==> src/hdl/tske_pkg.sv <==
// ----------------------------------------------------------------------------
// tske_pkg
// Shared types and constants for the touch swipe to key event block.
// ----------------------------------------------------------------------------
`default_nettype none

package tske_pkg;

  typedef enum logic {
    MODE_TICK   = 1'b0,
    MODE_SAMPLE = 1'b1
  } mode_e;

  typedef enum logic [1:0] {
    KIND_REPORT  = 2'd0,
    KIND_PRESS   = 2'd1,
    KIND_RELEASE = 2'd2
  } kind_e;

  typedef enum logic [1:0] {
    DIR_UP    = 2'd0,
    DIR_DOWN  = 2'd1,
    DIR_LEFT  = 2'd2,
    DIR_RIGHT = 2'd3
  } dir_e;

  typedef enum logic [2:0] {
    REG_COOLDOWN  = 3'd0,
    REG_REL_DELAY = 3'd1,
    REG_MAJOR     = 3'd2,
    REG_MINOR     = 3'd3,
    REG_REPORT_EN = 3'd4
  } reg_e;

  localparam int unsigned CfgIdxW   = 3;
  localparam int unsigned CfgDataW  = 16;
  localparam int unsigned ClockW    = 32;
  localparam int unsigned CooldownW = 16;
  localparam int unsigned DelayW    = 8;
  localparam int unsigned ThrW      = 7;
  localparam int unsigned DeltaW    = 8;

  localparam logic [CooldownW-1:0] CooldownRst = 16'd100;
  localparam logic [DelayW-1:0]    DelayRst    = 8'd10;
  localparam logic [ThrW-1:0]      MajorRst    = 7'd15;
  localparam logic [ThrW-1:0]      MinorRst    = 7'd5;

  typedef struct packed {
    logic [ThrW-1:0] major;
    logic [ThrW-1:0] minor;
  } thr_t;

  typedef struct packed {
    logic hit;
    dir_e dir;
  } swipe_t;

endpackage

`default_nettype wire

==> src/hdl/tske_swipe.sv <==
// ----------------------------------------------------------------------------
// tske_swipe
// Dominant-axis swipe classifier: checks the vertical axis first, then the
// horizontal one, against the major and minor thresholds.
// ----------------------------------------------------------------------------
`default_nettype none

module tske_swipe (
  input  logic [tske_pkg::DeltaW-1:0] x_i,
  input  logic [tske_pkg::DeltaW-1:0] y_i,
  input  tske_pkg::thr_t              thr_i,
  output tske_pkg::swipe_t            swipe_o
);

  logic [tske_pkg::DeltaW-1:0] ax;
  logic [tske_pkg::DeltaW-1:0] ay;
  logic [tske_pkg::DeltaW-1:0] major;
  logic [tske_pkg::DeltaW-1:0] minor;
  logic                        vert;
  logic                        horz;

  // magnitude as unsigned, so -128 reads as 128
  assign ax    = x_i[tske_pkg::DeltaW-1] ? (~x_i + 1'b1) : x_i;
  assign ay    = y_i[tske_pkg::DeltaW-1] ? (~y_i + 1'b1) : y_i;
  assign major = {1'b0, thr_i.major};
  assign minor = {1'b0, thr_i.minor};
  assign vert  = (ay >= major) && (ax <= minor);
  assign horz  = (ax >= major) && (ay <= minor);

  always_comb begin
    swipe_o.hit = vert || horz;
    swipe_o.dir = tske_pkg::DIR_UP;
    priority if (vert) begin
      swipe_o.dir = y_i[tske_pkg::DeltaW-1] ? tske_pkg::DIR_UP : tske_pkg::DIR_DOWN;
    end else if (horz) begin
      swipe_o.dir = x_i[tske_pkg::DeltaW-1] ? tske_pkg::DIR_LEFT : tske_pkg::DIR_RIGHT;
    end else begin
      swipe_o.dir = tske_pkg::DIR_UP;
    end
  end

endmodule

`default_nettype wire

==> src/hdl/touch_swipe_to_key_events_top.sv <==
// Path: a beat is accepted into the input register; its result then goes
//   into the result register, which drives the master side.
// Throughput: one beat per cycle, but a beat that makes a result waits in the
//   input register while an earlier result is still waiting to be taken.
// Reset: rst_ni clears the clocks, the pending release and both registers,
//   and loads the configuration defaults.
// ----------------------------------------------------------------------------
// touch_swipe_to_key_events_top
// Turns millisecond ticks and touch motion samples into motion reports and
// swipe key press and release events.
// ----------------------------------------------------------------------------
`default_nettype none

module touch_swipe_to_key_events_top (
  input  logic                              clk_i,
  input  logic                              rst_ni,
  // configuration write port
  input  logic                              cfg_we_i,
  input  logic [tske_pkg::CfgIdxW-1:0]      cfg_idx_i,
  input  logic [tske_pkg::CfgDataW-1:0]     cfg_data_i,
  // input stream
  input  logic                              s_axis_tvalid,
  output logic                              s_axis_tready,
  input  logic [23:0]                       s_axis_tdata,  // motion_flag, raw_dx, raw_dy, alt_held
  input  logic                              s_axis_tuser,  // mode
  // result stream
  output logic                              m_axis_tvalid,
  input  logic                              m_axis_tready,
  output logic [23:0]                       m_axis_tdata,  // direction, report_x, report_y
  output logic [1:0]                        m_axis_tuser   // event_kind
);

  localparam int unsigned DW = tske_pkg::DeltaW;

  // configuration
  logic [tske_pkg::CooldownW-1:0] cooldown_q;
  logic [tske_pkg::DelayW-1:0]    delay_q;
  tske_pkg::thr_t                 thr_q;
  logic                           report_en_q;

  // input register
  logic                           s1_valid_q;
  tske_pkg::mode_e                s1_mode_q;
  logic                           s1_motion_q;
  logic [DW-1:0]                  s1_dx_q;
  logic [DW-1:0]                  s1_dy_q;
  logic                           s1_alt_q;

  // block state
  logic [tske_pkg::ClockW-1:0]    ms_q, ms_d;
  logic [tske_pkg::ClockW-1:0]    last_q, last_d;
  logic                           pend_q, pend_d;
  logic [tske_pkg::DelayW-1:0]    cnt_q, cnt_d;
  tske_pkg::dir_e                 pdir_q, pdir_d;

  // result register
  logic                           out_valid_q;
  tske_pkg::kind_e                out_kind_q;
  tske_pkg::dir_e                 out_dir_q;
  logic [DW-1:0]                  out_x_q;
  logic [DW-1:0]                  out_y_q;

  logic                           res_valid;
  tske_pkg::kind_e                res_kind;
  tske_pkg::dir_e                 res_dir;
  logic [DW-1:0]                  res_x;
  logic [DW-1:0]                  res_y;

  logic [DW-1:0]                  x_neg;
  logic [tske_pkg::ClockW-1:0]    elapsed;
  logic                           cool_ok;
  tske_pkg::swipe_t               swipe;
  logic                           out_free;
  logic                           s1_fire;

  // ---------------------------------------------------------------- config
  always_ff @(posedge clk_i or negedge rst_ni) begin
    if (!rst_ni) begin
      cooldown_q  <= tske_pkg::CooldownRst;
      delay_q     <= tske_pkg::DelayRst;
      thr_q.major <= tske_pkg::MajorRst;
      thr_q.minor <= tske_pkg::MinorRst;
      report_en_q <= 1'b0;
    end else if (cfg_we_i) begin
      unique case (tske_pkg::reg_e'(cfg_idx_i))
        tske_pkg::REG_COOLDOWN:  cooldown_q  <= cfg_data_i;
        tske_pkg::REG_REL_DELAY: delay_q     <= cfg_data_i[tske_pkg::DelayW-1:0];
        tske_pkg::REG_MAJOR:     thr_q.major <= cfg_data_i[tske_pkg::ThrW-1:0];
        tske_pkg::REG_MINOR:     thr_q.minor <= cfg_data_i[tske_pkg::ThrW-1:0];
        tske_pkg::REG_REPORT_EN: report_en_q <= cfg_data_i[0];
        default: ;
      endcase
    end
  end

  // ------------------------------------------------------------ handshakes
  assign out_free      = !out_valid_q || m_axis_tready;
  assign s1_fire       = s1_valid_q && (!res_valid || out_free);
  assign s_axis_tready = !s1_valid_q || s1_fire;

  always_ff @(posedge clk_i or negedge rst_ni) begin
    if (!rst_ni) begin
      s1_valid_q <= 1'b0;
    end else if (s_axis_tready) begin
      s1_valid_q <= s_axis_tvalid;
    end
  end

  always_ff @(posedge clk_i) begin
    if (s_axis_tvalid && s_axis_tready) begin
      s1_mode_q   <= tske_pkg::mode_e'(s_axis_tuser);
      s1_motion_q <= s_axis_tdata[0];
      s1_dx_q     <= s_axis_tdata[DW:1];
      s1_dy_q     <= s_axis_tdata[2*DW:DW+1];
      s1_alt_q    <= s_axis_tdata[2*DW+1];
    end
  end

  // --------------------------------------------------------------- decide
  assign x_neg   = ~s1_dx_q + 1'b1;
  assign elapsed = ms_q - last_q;
  assign cool_ok = elapsed > {{(tske_pkg::ClockW-tske_pkg::CooldownW){1'b0}}, cooldown_q};

  tske_swipe u_swipe (
    .x_i     (x_neg),
    .y_i     (s1_dy_q),
    .thr_i   (thr_q),
    .swipe_o (swipe)
  );

  always_comb begin
    ms_d      = ms_q;
    last_d    = last_q;
    pend_d    = pend_q;
    cnt_d     = cnt_q;
    pdir_d    = pdir_q;
    res_valid = 1'b0;
    res_kind  = tske_pkg::KIND_REPORT;
    res_dir   = tske_pkg::DIR_UP;
    res_x     = '0;
    res_y     = '0;
    if (s1_mode_q == tske_pkg::MODE_TICK) begin
      ms_d = ms_q + 1'b1;
      if (pend_q) begin
        // a zero delay ends on the next tick, like a delay of one
        if (cnt_q <= 8'd1) begin
          cnt_d     = '0;
          pend_d    = 1'b0;
          res_valid = 1'b1;
          res_kind  = tske_pkg::KIND_RELEASE;
          res_dir   = pdir_q;
        end else begin
          cnt_d = cnt_q - 1'b1;
        end
      end
    end else if (s1_motion_q) begin
      if (!s1_alt_q) begin
        if (report_en_q) begin
          res_valid = 1'b1;
          res_x     = x_neg;
          res_y     = s1_dy_q;
        end
      end else if (cool_ok && swipe.hit && !pend_q) begin
        pend_d    = 1'b1;
        cnt_d     = delay_q;
        pdir_d    = swipe.dir;
        last_d    = ms_q;
        res_valid = 1'b1;
        res_kind  = tske_pkg::KIND_PRESS;
        res_dir   = swipe.dir;
      end
    end
  end

  always_ff @(posedge clk_i or negedge rst_ni) begin
    if (!rst_ni) begin
      ms_q   <= '0;
      last_q <= '0;
      pend_q <= 1'b0;
      cnt_q  <= '0;
      pdir_q <= tske_pkg::DIR_UP;
    end else if (s1_fire) begin
      ms_q   <= ms_d;
      last_q <= last_d;
      pend_q <= pend_d;
      cnt_q  <= cnt_d;
      pdir_q <= pdir_d;
    end
  end

  // --------------------------------------------------------------- result
  always_ff @(posedge clk_i or negedge rst_ni) begin
    if (!rst_ni) begin
      out_valid_q <= 1'b0;
    end else if (s1_fire && res_valid) begin
      out_valid_q <= 1'b1;
    end else if (m_axis_tready) begin
      out_valid_q <= 1'b0;
    end
  end

  always_ff @(posedge clk_i) begin
    if (s1_fire && res_valid) begin
      out_kind_q <= res_kind;
      out_dir_q  <= res_dir;
      out_x_q    <= res_x;
      out_y_q    <= res_y;
    end
  end

  assign m_axis_tvalid = out_valid_q;
  assign m_axis_tuser  = out_kind_q;
  assign m_axis_tdata  = {6'b0, out_y_q, out_x_q, out_dir_q};

endmodule

`default_nettype wire

==> config.mk <==
export PLATFORM = sky130hd
export DESIGN_NAME = touch_swipe_to_key_events_top
export DESIGN_NICKNAME = d
export VERILOG_FILES = /design/src/hdl/tske_pkg.sv /design/src/hdl/tske_swipe.sv /design/src/hdl/touch_swipe_to_key_events_top.sv
export SDC_FILE = /design/constraint.sdc
export NUM_CORES = 1
export LEC_CHECK = 0
export BUFFER_PORTS_ARGS = -buffer_cell sky130_fd_sc_hd__buf_2
export CELL_PAD_IN_SITES_DETAIL_PLACEMENT = 0
export CELL_PAD_IN_SITES_GLOBAL_PLACEMENT = 1
export CORE_MARGIN = 1.5
export CORE_UTILIZATION = 48
export DETAILED_ROUTE_END_ITERATION = 16
export HOLD_SLACK_MARGIN = 0.15
export PLACE_DENSITY_LB_ADDON = 0.1
export REMOVE_ABC_BUFFERS = 1
export SLEW_MARGIN = 20
export SYNTH_ARGS = -nofsm -noshare
export SYNTH_HDL_FRONTEND = slang
export SYNTH_HIERARCHICAL = 1
export SYNTH_SLANG_ARGS = --single-unit
==> constraint.sdc <==
create_clock -name clk_i -period 6 [get_ports clk_i]
set_input_delay 0.6 -clock clk_i [delete_from_list [all_inputs] [get_ports clk_i]]
set_output_delay 0.6 -clock clk_i [all_outputs]
set_load 0.1 [all_outputs]
### Word level (Yosys, flattened, before mapping)

Index checks and enable logic that the tools add are counted.

| operators by class | value |
|---|---|
| add/subtract/negate cells | 6 |
| multipliers | 0 |
| div/mod/pow operators | 0 |
| $lt $le $gt $ge | 6 |
| eq/ne operators | 7 |
| shifts and indexed selects | 0 |
| mux-type cells | 39 |
| bitwise gates (word level) | 6 |
| reductions and logical operators | 28 |

Operators with widths:

| cell | number |
|---|---|
| 2-to-1 mux 8 bit | 8 |
| adder 32 x 1 -> 32 bit, second input constant | 1 |
| greater-than comparator 32 x 16 -> 1 bit | 1 |
| subtractor 32 bit | 1 |
| adder 8 x 1 -> 8 bit, second input constant | 3 |
| inverter 8 bit | 3 |
| 2-to-1 mux 2 bit | 11 |
| 2-to-1 mux 1 bit | 20 |
| greater-or-equal comparator 8 x 7 -> 1 bit | 2 |
| less-or-equal comparator 8 x 7 -> 1 bit | 2 |
| AND reduction 2 bit | 6 |
| AND reduction 5 bit | 2 |
| less-or-equal comparator 8 x 1 -> 1 bit, second input constant | 1 |
| subtractor 8 x 1 -> 8 bit, second input constant | 1 |
| logical AND 1 bit | 7 |
| equality test 3 x 2 -> 1 bit, second input constant | 2 |
| != test 2 x 1 -> 1 bit, second input constant | 3 |
| logical NOT 1 bit | 4 |
| logical OR 1 bit | 4 |
| AND reduction 4 bit | 1 |
| nonzero test 2 bit | 2 |
| OR reduction 4 bit | 1 |
| equality test 3 x 1 -> 1 bit, second input constant | 1 |
| equality test 3 bit, second input constant | 1 |
| other kinds (2) | 4 |

| storage, ports and cells | value |
|---|---|
| flip-flop bits (word level) | 155 |
| latch bits | 0 |
| bits in writable memories | 0 |
| ROM bits | 0 |
| input bits | 49 |
| output and inout port bits | 28 |
| logic and storage cells | 113 |
| memories kept | 0 |

### Depth between registers and ports, before layout

Gate-level depths: netlist of run 1.

| logic depth | value |
|---|---|
| depth after elaboration | 19 |
| mapped depth | 24 |
| mapped depth without buffers | 22 |

### By module

Netlist of run 1, hierarchy kept.

By module, submodules not included:

| module | times used | cells each | area an instance (um^2) | seq. area each (um^2) |
|---|---|---|---|---|
| touch_swipe_to_key_events_top | 1 | 848 | 8962.3 | 4087.7 |
| tske_swipe | 1 | 126 | 980.9 | 0.0 |

### Worst setup path before layout of run 1

No wires, ideal clock.

| path | value |
|---|---|
| kind | flip-flop to output port |
| from | register ms_q[0] in the netlist's numbering |
| to | output s_axis_tready |
| arrival | 4.941 ns |
| data required time | 5.400 ns |
| slack | 0.459 ns |
| cell stages (with the launch flop) | 23 |
| buffers on the path | 1 |
| path through | dfrtp_1 -> inv_1 -> ha_1 -> fa_1 -> nand2b_1 -> a21oi_1 -> nor2b_1 -> o21bai_1 -> a21oi_1 -> xnor2_1 -> ha_1 -> nand4_1 -> nor2_1 -> a221o_1 -> o31a_1 -> nor4_2 -> o311ai_1 -> nor4_1 -> nand4_1 -> and2_1 -> buf_6 -> o21ai_0 -> or2_2 |

| between the ends | value |
|---|---|
| cells in the longest elaborated chain, start to end | 12 |

RTL lines:

| item | line | source |
|---|---|---|
| from (decl) | touch_swipe_to_key_events_top.sv:50 | `logic [tske_pkg::ClockW-1:0] ms_q, ms_d;` |
| from (signal assigned) | touch_swipe_to_key_events_top.sv:183 | `ms_q <= ms_d;` |
| subtractor 32 bit | touch_swipe_to_key_events_top.sv:121 | `assign elapsed = ms_q - last_q;` |
| greater-than comparator 32 x 16 -> 1 bit | touch_swipe_to_key_events_top.sv:122 | `assign cool_ok = elapsed > {{(tske_pkg::ClockW-tske_pkg::CooldownW){1'b0}}, cooldown_q};` |
| logical AND 1 bit (2 in a row) | touch_swipe_to_key_events_top.sv:163 | `end else if (cool_ok && swipe.hit && !pend_q) begin` |
| 2-to-1 mux 1 bit | touch_swipe_to_key_events_top.sv:163 |  |
| 2-to-1 mux 1 bit | touch_swipe_to_key_events_top.sv:157 | `if (!s1_alt_q) begin` |
| 2-to-1 mux 1 bit | touch_swipe_to_key_events_top.sv:156 | `end else if (s1_motion_q) begin` |
| 2-to-1 mux 1 bit | touch_swipe_to_key_events_top.sv:142 | `if (s1_mode_q == tske_pkg::MODE_TICK) begin` |
| logical NOT 1 bit | touch_swipe_to_key_events_top.sv:98 | `assign s1_fire = s1_valid_q && (!res_valid \|\| out_free);` |
| logical OR 1 bit | touch_swipe_to_key_events_top.sv:98 |  |
| logical AND 1 bit | touch_swipe_to_key_events_top.sv:98 |  |
| logical OR 1 bit | touch_swipe_to_key_events_top.sv:99 | `assign s_axis_tready = !s1_valid_q \|\| s1_fire;` |
| to (decl) | touch_swipe_to_key_events_top.sv:23 | `output logic s_axis_tready,` |

Every way passes these cells.

### Worst setup path after layout of run 1

Same ends and word-level chain as after synthesis.

==> results of run 1 <==
==> cell families after synthesis <==
family / count (synthesis) / share of synthesized area, %
AOI/OAI and AO/OA: 217 / 15.45
buffers and inverters: 108 / 4.794
other: 1 / 0.03771
adders and majority gates: 82 / 10.39
and+or+nand+nor: 284 / 14.81
DFF: 155 / 41.11
xor gates and xnor gates: 65 / 5.725
muxes: 62 / 7.676
==> metal layers <==
layer  global-route usage (%)  vias to the layer above
met5                        0                        -
li1                         -                     3652
met2                    36.42                      110
met3                    4.037                       15
met4                    6.100                        0
met1                    27.57                     3431
==> worst reg2reg max path, stage by stage (launching register included) <==
cell and delay, ns:
sky130_fd_sc_hd__dfrtp_1 0.37, sky130_fd_sc_hd__inv_1 0.08, sky130_fd_sc_hd__ha_1 0.23, sky130_fd_sc_hd__fa_2 0.36, sky130_fd_sc_hd__nand2b_4 0.16, sky130_fd_sc_hd__a21oi_2 0.19
sky130_fd_sc_hd__nor2b_2 0.09, sky130_fd_sc_hd__o21bai_1 0.20, sky130_fd_sc_hd__buf_4 0.14, sky130_fd_sc_hd__xor2_1 0.18, sky130_fd_sc_hd__ha_1 0.29, sky130_fd_sc_hd__nand4_1 0.15
sky130_fd_sc_hd__nor2_1 0.05, sky130_fd_sc_hd__a221o_1 0.32, sky130_fd_sc_hd__o31a_1 0.29, sky130_fd_sc_hd__nor4_2 0.14, sky130_fd_sc_hd__o311ai_1 0.13, sky130_fd_sc_hd__nor4_1 0.30
sky130_fd_sc_hd__nand4_1 0.24, sky130_fd_sc_hd__buf_4 0.22, sky130_fd_sc_hd__buf_4 0.13, sky130_fd_sc_hd__a21oi_1 0.22, sky130_fd_sc_hd__o21ai_0 0.13, sky130_fd_sc_hd__buf_4 0.17
sky130_fd_sc_hd__a221o_1 0.36
==> power groups by stage <==
stage / logic, mW / registers [mW] / clock network [mW]
2_1_floorplan: 1.24 / 1.36 / 0
3_3_place_gp: 1.64 / 1.34 / 0
3_5_place_dp: 1.66 / 1.34 / 0
4_1_cts: 1.70 / 1.32 / 1.11
5_1_grt: 1.96 / 1.34 / 1.15
6_report: 1.74 / 1.32 / 1.09
==> final cells by class <==
| type | count | area, µm² |
|---|---|---|
| Sequential cell | 155 | 4089 |
| Fill cell | 1838 | 9001 |
| Clock inverter | 14 | 147.6 |
| Tap cell | 270 | 337.8 |
| Multi-Input combinational cell | 716 | 5484 |
| Inverter | 81 | 304.0 |
| Timing Repair Buffer | 82 | 485.5 |
| Clock buffer | 18 | 450.4 |
==> path summary, 6_finish.rpt <==
kind / startpoint / endpoint / slack (ns) / cells past startpoint
hold / removal: rst_ni / cooldown_q[12] / 0.18 / 1
min in group clk_i: s_axis_tdata[3] / s1_dx_q[2] / 0.33 / 1
setup / recovery: ms_q[0] / s_axis_tready / 0.36 / 22
setup reg to reg: ms_q[0] / cnt_q[3] / 0.76 / 24
max in group asynchronous: rst_ni / s1_valid_q / 4.52 / 2
hold reg to reg: thr_q[6] / thr_q[6] / 0.51 / 1
==> synthesized netlist by cell type, types with 11 or more instances <==
cell type	instances	area (µm²)
sky130_fd_sc_hd__xnor2_1	48	420.4
sky130_fd_sc_hd__nand2_1	81	304.0
sky130_fd_sc_hd__mux2_2	38	427.9
sky130_fd_sc_hd__and2_1	19	118.9
sky130_fd_sc_hd__edfxtp_1	39	1171
sky130_fd_sc_hd__a21o_1	20	150.1
sky130_fd_sc_hd__inv_1	81	304.0
sky130_fd_sc_hd__nand2b_1	13	81.33
sky130_fd_sc_hd__ha_1	81	1013
sky130_fd_sc_hd__dfstp_2	11	289.0
sky130_fd_sc_hd__nand4_1	21	131.4
sky130_fd_sc_hd__mux2_4	19	285.3
sky130_fd_sc_hd__a21oi_1	49	245.2
sky130_fd_sc_hd__o21ai_0	45	225.2
sky130_fd_sc_hd__xor2_1	17	148.9
sky130_fd_sc_hd__dfrtp_1	105	2628
sky130_fd_sc_hd__nand3_1	27	135.1
sky130_fd_sc_hd__nor3_1	17	85.08
sky130_fd_sc_hd__nor2_1	54	202.7
==> sequential cells by signal, indices dropped and copies added (netlist names), 14 cells and up <==
signal and cells:
ms_q 32, last_q 32, thr_q 14, cooldown_q 16
==> repair_timing <==
action,4_1_cts,5_1_grt
endpoints found under the hold margin,0,0
pin swaps,3,13
buffers inserted,4,4
gates resized for setup,4,18
setup endpoints to repair,1,1
==> qor.yml, run 1 <==
final_layout:
  finalCoreUtilization_pct: 55.66
  drive_gt1_share_pct: 21.58
  antenna-diode-count: 0
  final_cells: 1336
  area_growth_syn_to_fin_pct: 13.63
  layout_common_cells: "sky130_fd_sc_hd__dfrtp_1, sky130_fd_sc_hd__inv_1, sky130_fd_sc_hd__nand2_1"
  nNetsFinal: 1184
  layout_commonest_cell: "sky130_fd_sc_hd__dfrtp_1"
  final_area_um2: 11300
critical_path:
  criticalPathCategory: "reg -> out"
  timing.critical_path.arrival_ns: 5.04
  worst_ep_required_time_ns: 5.40
  crit_chain: "inv_1 -> ha_1 -> fa_2 -> nand2b_4 -> a21oi_2 -> nor2b_2 -> o21bai_1 -> buf_4 -> xor2_1 -> ha_1 -> nand4_1 -> nor2_1 -> a221o_1 -> o31a_1 -> nor4_2 -> o311ai_1 -> nor4_1 -> nand4_1 -> and2_4 -> o21ai_2 -> or2_4 -> buf_12"
  critical_path.max_stage_delay_ns: 0.37
  critPathTopFamily: "simple AND/OR/NAND/NOR gates"
  critical_path_buf_inv_count: 3
  startpoint_type: "register"
  worst_path_max_delay_cell: "sky130_fd_sc_hd__dfrtp_1"
  timing.critical_path.to_type: "primary output"
  worstPathMaxFanout: 4
pwr:
  p_int_mw: 2.599
  power.ir.vdd_worst_mv: 0.1972
  clock_share_of_power_pct: 26.2
  comb_power_share_pct: 42.0
  p_switching_mw: 1.550
  power_density_nw_per_um2: 367.3
  pwr-share-seq_pct: 31.8
  post-layout-total-power_mw: 4.149
  total_leakage_power_nw: 5.172
  switching_share_pct: 37.36
synthesis:
  syn-cell-area_um2: 9943
  synthesis.area_per_instance_um2: 10.21
  synth_cell_types: 92
  yosysSeqAreaShare_pct: 41.11
  syn-instance-count: 974
  synth_enable_flop_cells: 39
  synth_seq_cells: 155
  yosysWarnings: 6
  asyncSetResetFlopFracSynth_pct: 74.84
  ys.flop_type: "sky130_fd_sc_hd__dfrtp_1"
clock_network:
  cts.htree.levels: 4
  clock-root-buffer: "sky130_fd_sc_hd__clkbuf_16"
  cts_hold_buffers: 0
  clk_path_buf_depth: 2
  cts_tree: "built"
  clkLatencyLatePin_ns: 0.44
  clkSinkCount: 155
  clk_transition_reported_paths_ns: 0.07
  cts_buffer_count: 17
drt:
  count_of_routing_violations_after_the_opening_detailed_route_iteration: 370
  totalWireLength_um: 21940
  ant_nets: 0
  vias: 7208
  post-route-drc-count: 0
  detailedRoute.firstPassIterationCount: 5
  wl_met2_um: 10690
  detail_route.wirelength.met1_um: 10310
  via_per_inst: 5.395
  routed-wl-met3_um: 684
  detail_route.wl_per_cell_um: 16.42
  dr.max_layer_used: "met4"
floorplan:
  fp.dieArea_um2: 21590
  initial_core_util_pct: 48.98
  chipWidth_um: 146.9
  i_o_pins: 77
  rows: 52
  core-area_um2: 20300
  dieHeight_um: 146.9
run_status:
  result_of_the_run: "finished clean"
sta:
  max_clock_freq_mhz: 177.2
  final_period_minus_worst_setup_slack_ns: 5.643
  setup_total_negative_slack_ns: 0
  grt_setup_unrepaired: "no"
  fin_ws_ns: 0.3569
  worst_clock_skew_ns: 0.01388
  hold_ws_ns: 0.1832
  timing.final.max_slew_violations: 0
  final_hold_viol_count: 0
  final_period_utilization_pct: 94.05
  timing.slew.headroom_pct: 40.84
  tightest_slew_ns: 0.8874
  setup_violations: 0
grt:
  number_of_antenna_violations_at_the_first_check_in_global_routing: 0
  grt_start_max_net_pins: 67
  globalRouteOverflowTotal: 0
  grt_pass1_wl_um: 36390
  grtUsageTotal_pct: 21.30
  via_count_of_the_first_global_routing_pass: 7145
place:
  hpwl_um: 16790
  post-place-ws_ns: 0.2345
  dpl-instance-area_um2: 10550
  io_buffers: 64
  post-place-cells: 1296
  finalWeightedCongestion: 0.8262
hold_path:
  hp-class: "in -> async"
run:
  timing.max_cap.violations: 0
(Power assumes the default switching activity.)
==> inputs of run 2 (changes only) <==
--- a/config.mk
+++ b/config.mk
@@ -15,5 +15,4 @@
 export PLACE_DENSITY_LB_ADDON = 0.1
 export REMOVE_ABC_BUFFERS = 1
-export SLEW_MARGIN = 20
 export SYNTH_ARGS = -nofsm -noshare
 export SYNTH_HDL_FRONTEND = slang
==> constraint.sdc (replaced) <==
create_clock -name clk_i -period 6 [get_ports clk_i]
set_input_delay 0.9 -clock clk_i [delete_from_list [all_inputs] [get_ports clk_i]]
set_output_delay 0.9 -clock clk_i [all_outputs]
set_load 0.1 [all_outputs]
==> run 2 against run 1 <==
  * Sequential share of layout area fell by 0.75 points
  * Setup slack got worse by 0.22 ns
  * Critical path depth unchanged
  * Via count increased by 1.8%
  * Combinational power grew 10%
  * Count of clock-buffer cells in the layout up 1
  * Hold slack better by 0.32 ns
  * Clock power about the same
  * Flip-flop and latch count stayed put
  * Global-route usage increased by 0.31 points
  * Total power grew 4.2%
  * Critical path type unchanged
  * Largest cell class unchanged
==> qor.yml, run 2 (synthesized netlist as in run 1, its figures left out) <==
final_layout:
  layout_common_cells: "sky130_fd_sc_hd__dfrtp_1, sky130_fd_sc_hd__nand2_1, sky130_fd_sc_hd__inv_1"
  final_area_um2: 11550  # +2.3%
  largest_registers: "last_q x32, ms_q x32, cooldown_q x16"
  drive_gt1_share_pct: 24.44  # +2.9 points
  layout.filler_cells: 1883  # +2.4%
  final_cells: 1350  # +1.0%
  nNetsFinal: 1198  # +1.2%
  antenna-diode-count: 0  # unchanged
  layout_commonest_cell: "sky130_fd_sc_hd__dfrtp_1"
  area_growth_syn_to_fin_pct: 16.19
grt:
  via_count_of_the_first_global_routing_pass: 7114  # -0.43%
  grtUsageTotal_pct: 21.61  # +0.31 points
  number_of_antenna_violations_at_the_first_check_in_global_routing: 0  # unchanged
  grt_start_max_net_pins: 66  # -1.5%
  grt_pass1_wl_um: 36920  # +1.4%
  globalRouteOverflowTotal: 0  # unchanged
sta:
  timing.final.max_slew_violations: 0  # unchanged
  grt_setup_unrepaired: "yes"
  tightest_slew_ns: 0.8466  # -0.04077 ns
  hold_ws_ns: 0.5010  # +0.3178 ns
  timing.slew.headroom_pct: 43.56  # +2.7 points
  final_period_utilization_pct: 97.67  # +3.6 points
  max_clock_freq_mhz: 170.6  # -3.7%
  worst_clock_skew_ns: 0.007742  # -0.006134 ns
  setup_violations: 0  # unchanged
  final_period_minus_worst_setup_slack_ns: 5.860  # +0.2169 ns
  setup_total_negative_slack_ns: 0  # unchanged
  final_hold_viol_count: 0  # unchanged
critical_path:
  timing.critical_path.to_type: "primary output"
  criticalPathCategory: "reg -> out"
  worst_ep_required_time_ns: 5.10  # -0.30 ns
  startpoint_type: "register"
  critical_path.max_stage_delay_ns: 0.37  # about the same
  critPathMostFrequentCell: "sky130_fd_sc_hd__nand4_1"
  timing.critical_path.arrival_ns: 4.96  # -0.08 ns
  crit_chain: "inv_2 -> ha_4 -> fa_2 -> nand2b_4 -> a21oi_4 -> nor2b_4 -> o21bai_4 -> a21oi_2 -> xnor2_1 -> ha_1 -> nand4_1 -> nor2_1 -> a221o_1 -> o31a_1 -> nor4_2 -> o311ai_1 -> nor4_1 -> nand4_1 -> and2_4 -> o21ai_2 -> or2_4 -> buf_12"
  critPathTopFamily: "simple AND/OR/NAND/NOR gates"
  critical_path_buf_inv_count: 2  # -1
  worstPathMaxFanout: 4  # unchanged
  worst_path_max_delay_cell: "sky130_fd_sc_hd__dfrtp_1"
clock_network:
  cts.htree.levels: 4  # unchanged
  clk_path_buf_depth: 2  # unchanged
  clk_transition_reported_paths_ns: 0.07  # about the same
  clkSinkCount: 155  # unchanged
  clock-root-buffer: "sky130_fd_sc_hd__clkbuf_16"
  cts_buffer_count: 17  # unchanged
  clkLatencyLatePin_ns: 0.43  # about the same
  cts_tree: "built"
run_status:
  result_of_the_run: "finished clean"
place:
  dpl-instance-area_um2: 10590  # +0.36%
  hpwl_um: 16740  # -0.29%
  finalWeightedCongestion: 0.8273  # +0.13%
  post-place-cells: 1301  # +0.39%
  io_buffers: 64  # unchanged
drt:
  post-route-drc-count: 0  # unchanged
  vias: 7338  # +1.8%
  via_per_inst: 5.436  # +0.75%
  detailedRoute.firstPassIterationCount: 6  # +1
  ant_nets: 0  # unchanged
  totalWireLength_um: 22600  # +3.0%
  count_of_routing_violations_after_the_opening_detailed_route_iteration: 311  # -16%
  detail_route.wl_per_cell_um: 16.74  # +1.9%
pwr:
  comb_power_share_pct: 44.4  # +2.4 points
  clock_share_of_power_pct: 25.0  # -1.2 points
  power.ir.vdd_worst_mv: 0.2174  # +10%
  total_leakage_power_nw: 5.262  # +1.7%
  power_density_nw_per_um2: 374.1  # +1.9%
  switching_share_pct: 36.97  # -0.38 points
  p_int_mw: 2.724  # +4.8%
  p_switching_mw: 1.598  # +3.1%
  pwr-share-seq_pct: 30.5  # -1.3 points
floorplan:
  chipWidth_um: 146.9  # unchanged
  rows: 52  # unchanged
  i_o_pins: 77  # unchanged
  dieHeight_um: 146.9  # unchanged
  fp.dieArea_um2: 21590  # unchanged
  initial_core_util_pct: 48.98  # unchanged
  core-area_um2: 20300  # unchanged
run:
  timing.max_cap.violations: 0  # unchanged
hold_path:
  hp-class: "in -> async"
[run 2: cell count changes in the layout (fill, tap and decap cells not counted), sizes merged]
| cell | before | now |
|---|---|---|
| clkinv | 5 | 3 |
| clkbuf | 18 | 19 |
| inv | 89 | 88 |
| clkinvlp | 1 | 2 |
| bufinv | 0 | 1 |
| buf | 82 | 96 |
[run 2: final timing paths]
| path | from | endpoint | slack, ns | cells after the start |
|---|---|---|---|---|
| worst max register to register | ms_q[0] | last_q[3] | 0.88 | 22 |
| min in group clk_i | last_q[10] | last_q[10] | 0.50 | 1 |
| worst max-delay path | ms_q[0] | s_axis_tready | 0.14 | 22 |
| worst min-delay path | rst_ni | ms_q[2] | 0.50 | 1 |
| max in group asynchronous | rst_ni | ms_q[26] | 4.21 | 2 |
| worst min register to register | last_q[10] | last_q[10] | 0.50 | 1 |
[run 2: stage by stage]
stage	util, %	worst slack [ns]	power, mW
after floorplan	-	0.1925	2.600
after global placement	52.17	0.2089	3.004
after detailed placement	52.17	0.1844	3.021
after CTS	55.76	0.006773	4.210
after global routing	56.92	-0.1258	4.618
final	56.92	0.1400	4.322
[run 2: power by group through the flow]
| stage | clock network (mW) | logic [mW] | registers, mW |
|---|---|---|---|
| after detailed placement | 0 | 1.68 | 1.34 |
| after global routing | 1.15 | 2.13 | 1.34 |
| after global placement | 0 | 1.67 | 1.33 |
| after CTS | 1.11 | 1.78 | 1.32 |
| final | 1.08 | 1.92 | 1.32 |
| after floorplan | 0 | 1.24 | 1.36 |
[run 2: layer usage]
layer  part of all wire, %  GRT usage (%)  up-vias
met2                    49          36.75      124
met5                     0              0        -
met4                   1.2          5.800        0
met3                   3.3          3.820       24
met1                    47          28.47     3517
li1                      -              -     3673
[run 2: worst reg2reg max path: stages, from the launching register on]
cell,delay (ns)
sky130_fd_sc_hd__dfrtp_1,0.37
sky130_fd_sc_hd__inv_2,0.07
sky130_fd_sc_hd__ha_4,0.18
sky130_fd_sc_hd__fa_2,0.35
sky130_fd_sc_hd__nand2b_4,0.16
sky130_fd_sc_hd__a21oi_4,0.17
sky130_fd_sc_hd__nor2b_4,0.08
sky130_fd_sc_hd__o21bai_4,0.17
sky130_fd_sc_hd__a21oi_2,0.08
sky130_fd_sc_hd__xnor2_1,0.19
sky130_fd_sc_hd__ha_1,0.30
sky130_fd_sc_hd__nand4_1,0.21
sky130_fd_sc_hd__nor2_1,0.06
sky130_fd_sc_hd__a221o_1,0.35
sky130_fd_sc_hd__o31a_1,0.32
sky130_fd_sc_hd__nor4_2,0.15
sky130_fd_sc_hd__o311ai_1,0.13
sky130_fd_sc_hd__nor4_1,0.28
sky130_fd_sc_hd__nand4_1,0.24
sky130_fd_sc_hd__and2_4,0.25
sky130_fd_sc_hd__buf_4,0.16
sky130_fd_sc_hd__nand3_2,0.35
sky130_fd_sc_hd__mux2_2,0.41
[run 2: area by class of cell]
cell class                 count  area (µm²)  share of cell area (%)
multi-input combinational    716        5645                   48.86
sequential                   155        4095                   35.45
timing repair buffer          96       590.6                   5.112
clock buffer                  19       454.2                   3.931
tap                          270       337.8                   2.924
inverter                      81       304.0                   2.632
clock inverter                13       126.4                   1.094
[run 2: repair_timing]
action                     4_1_cts  5_1_grt
setup buffers                    3       14
setup endpoints to repair        1        1
pin swaps                       11       31
gates resized for setup         24       28
hold buffers                     0        0
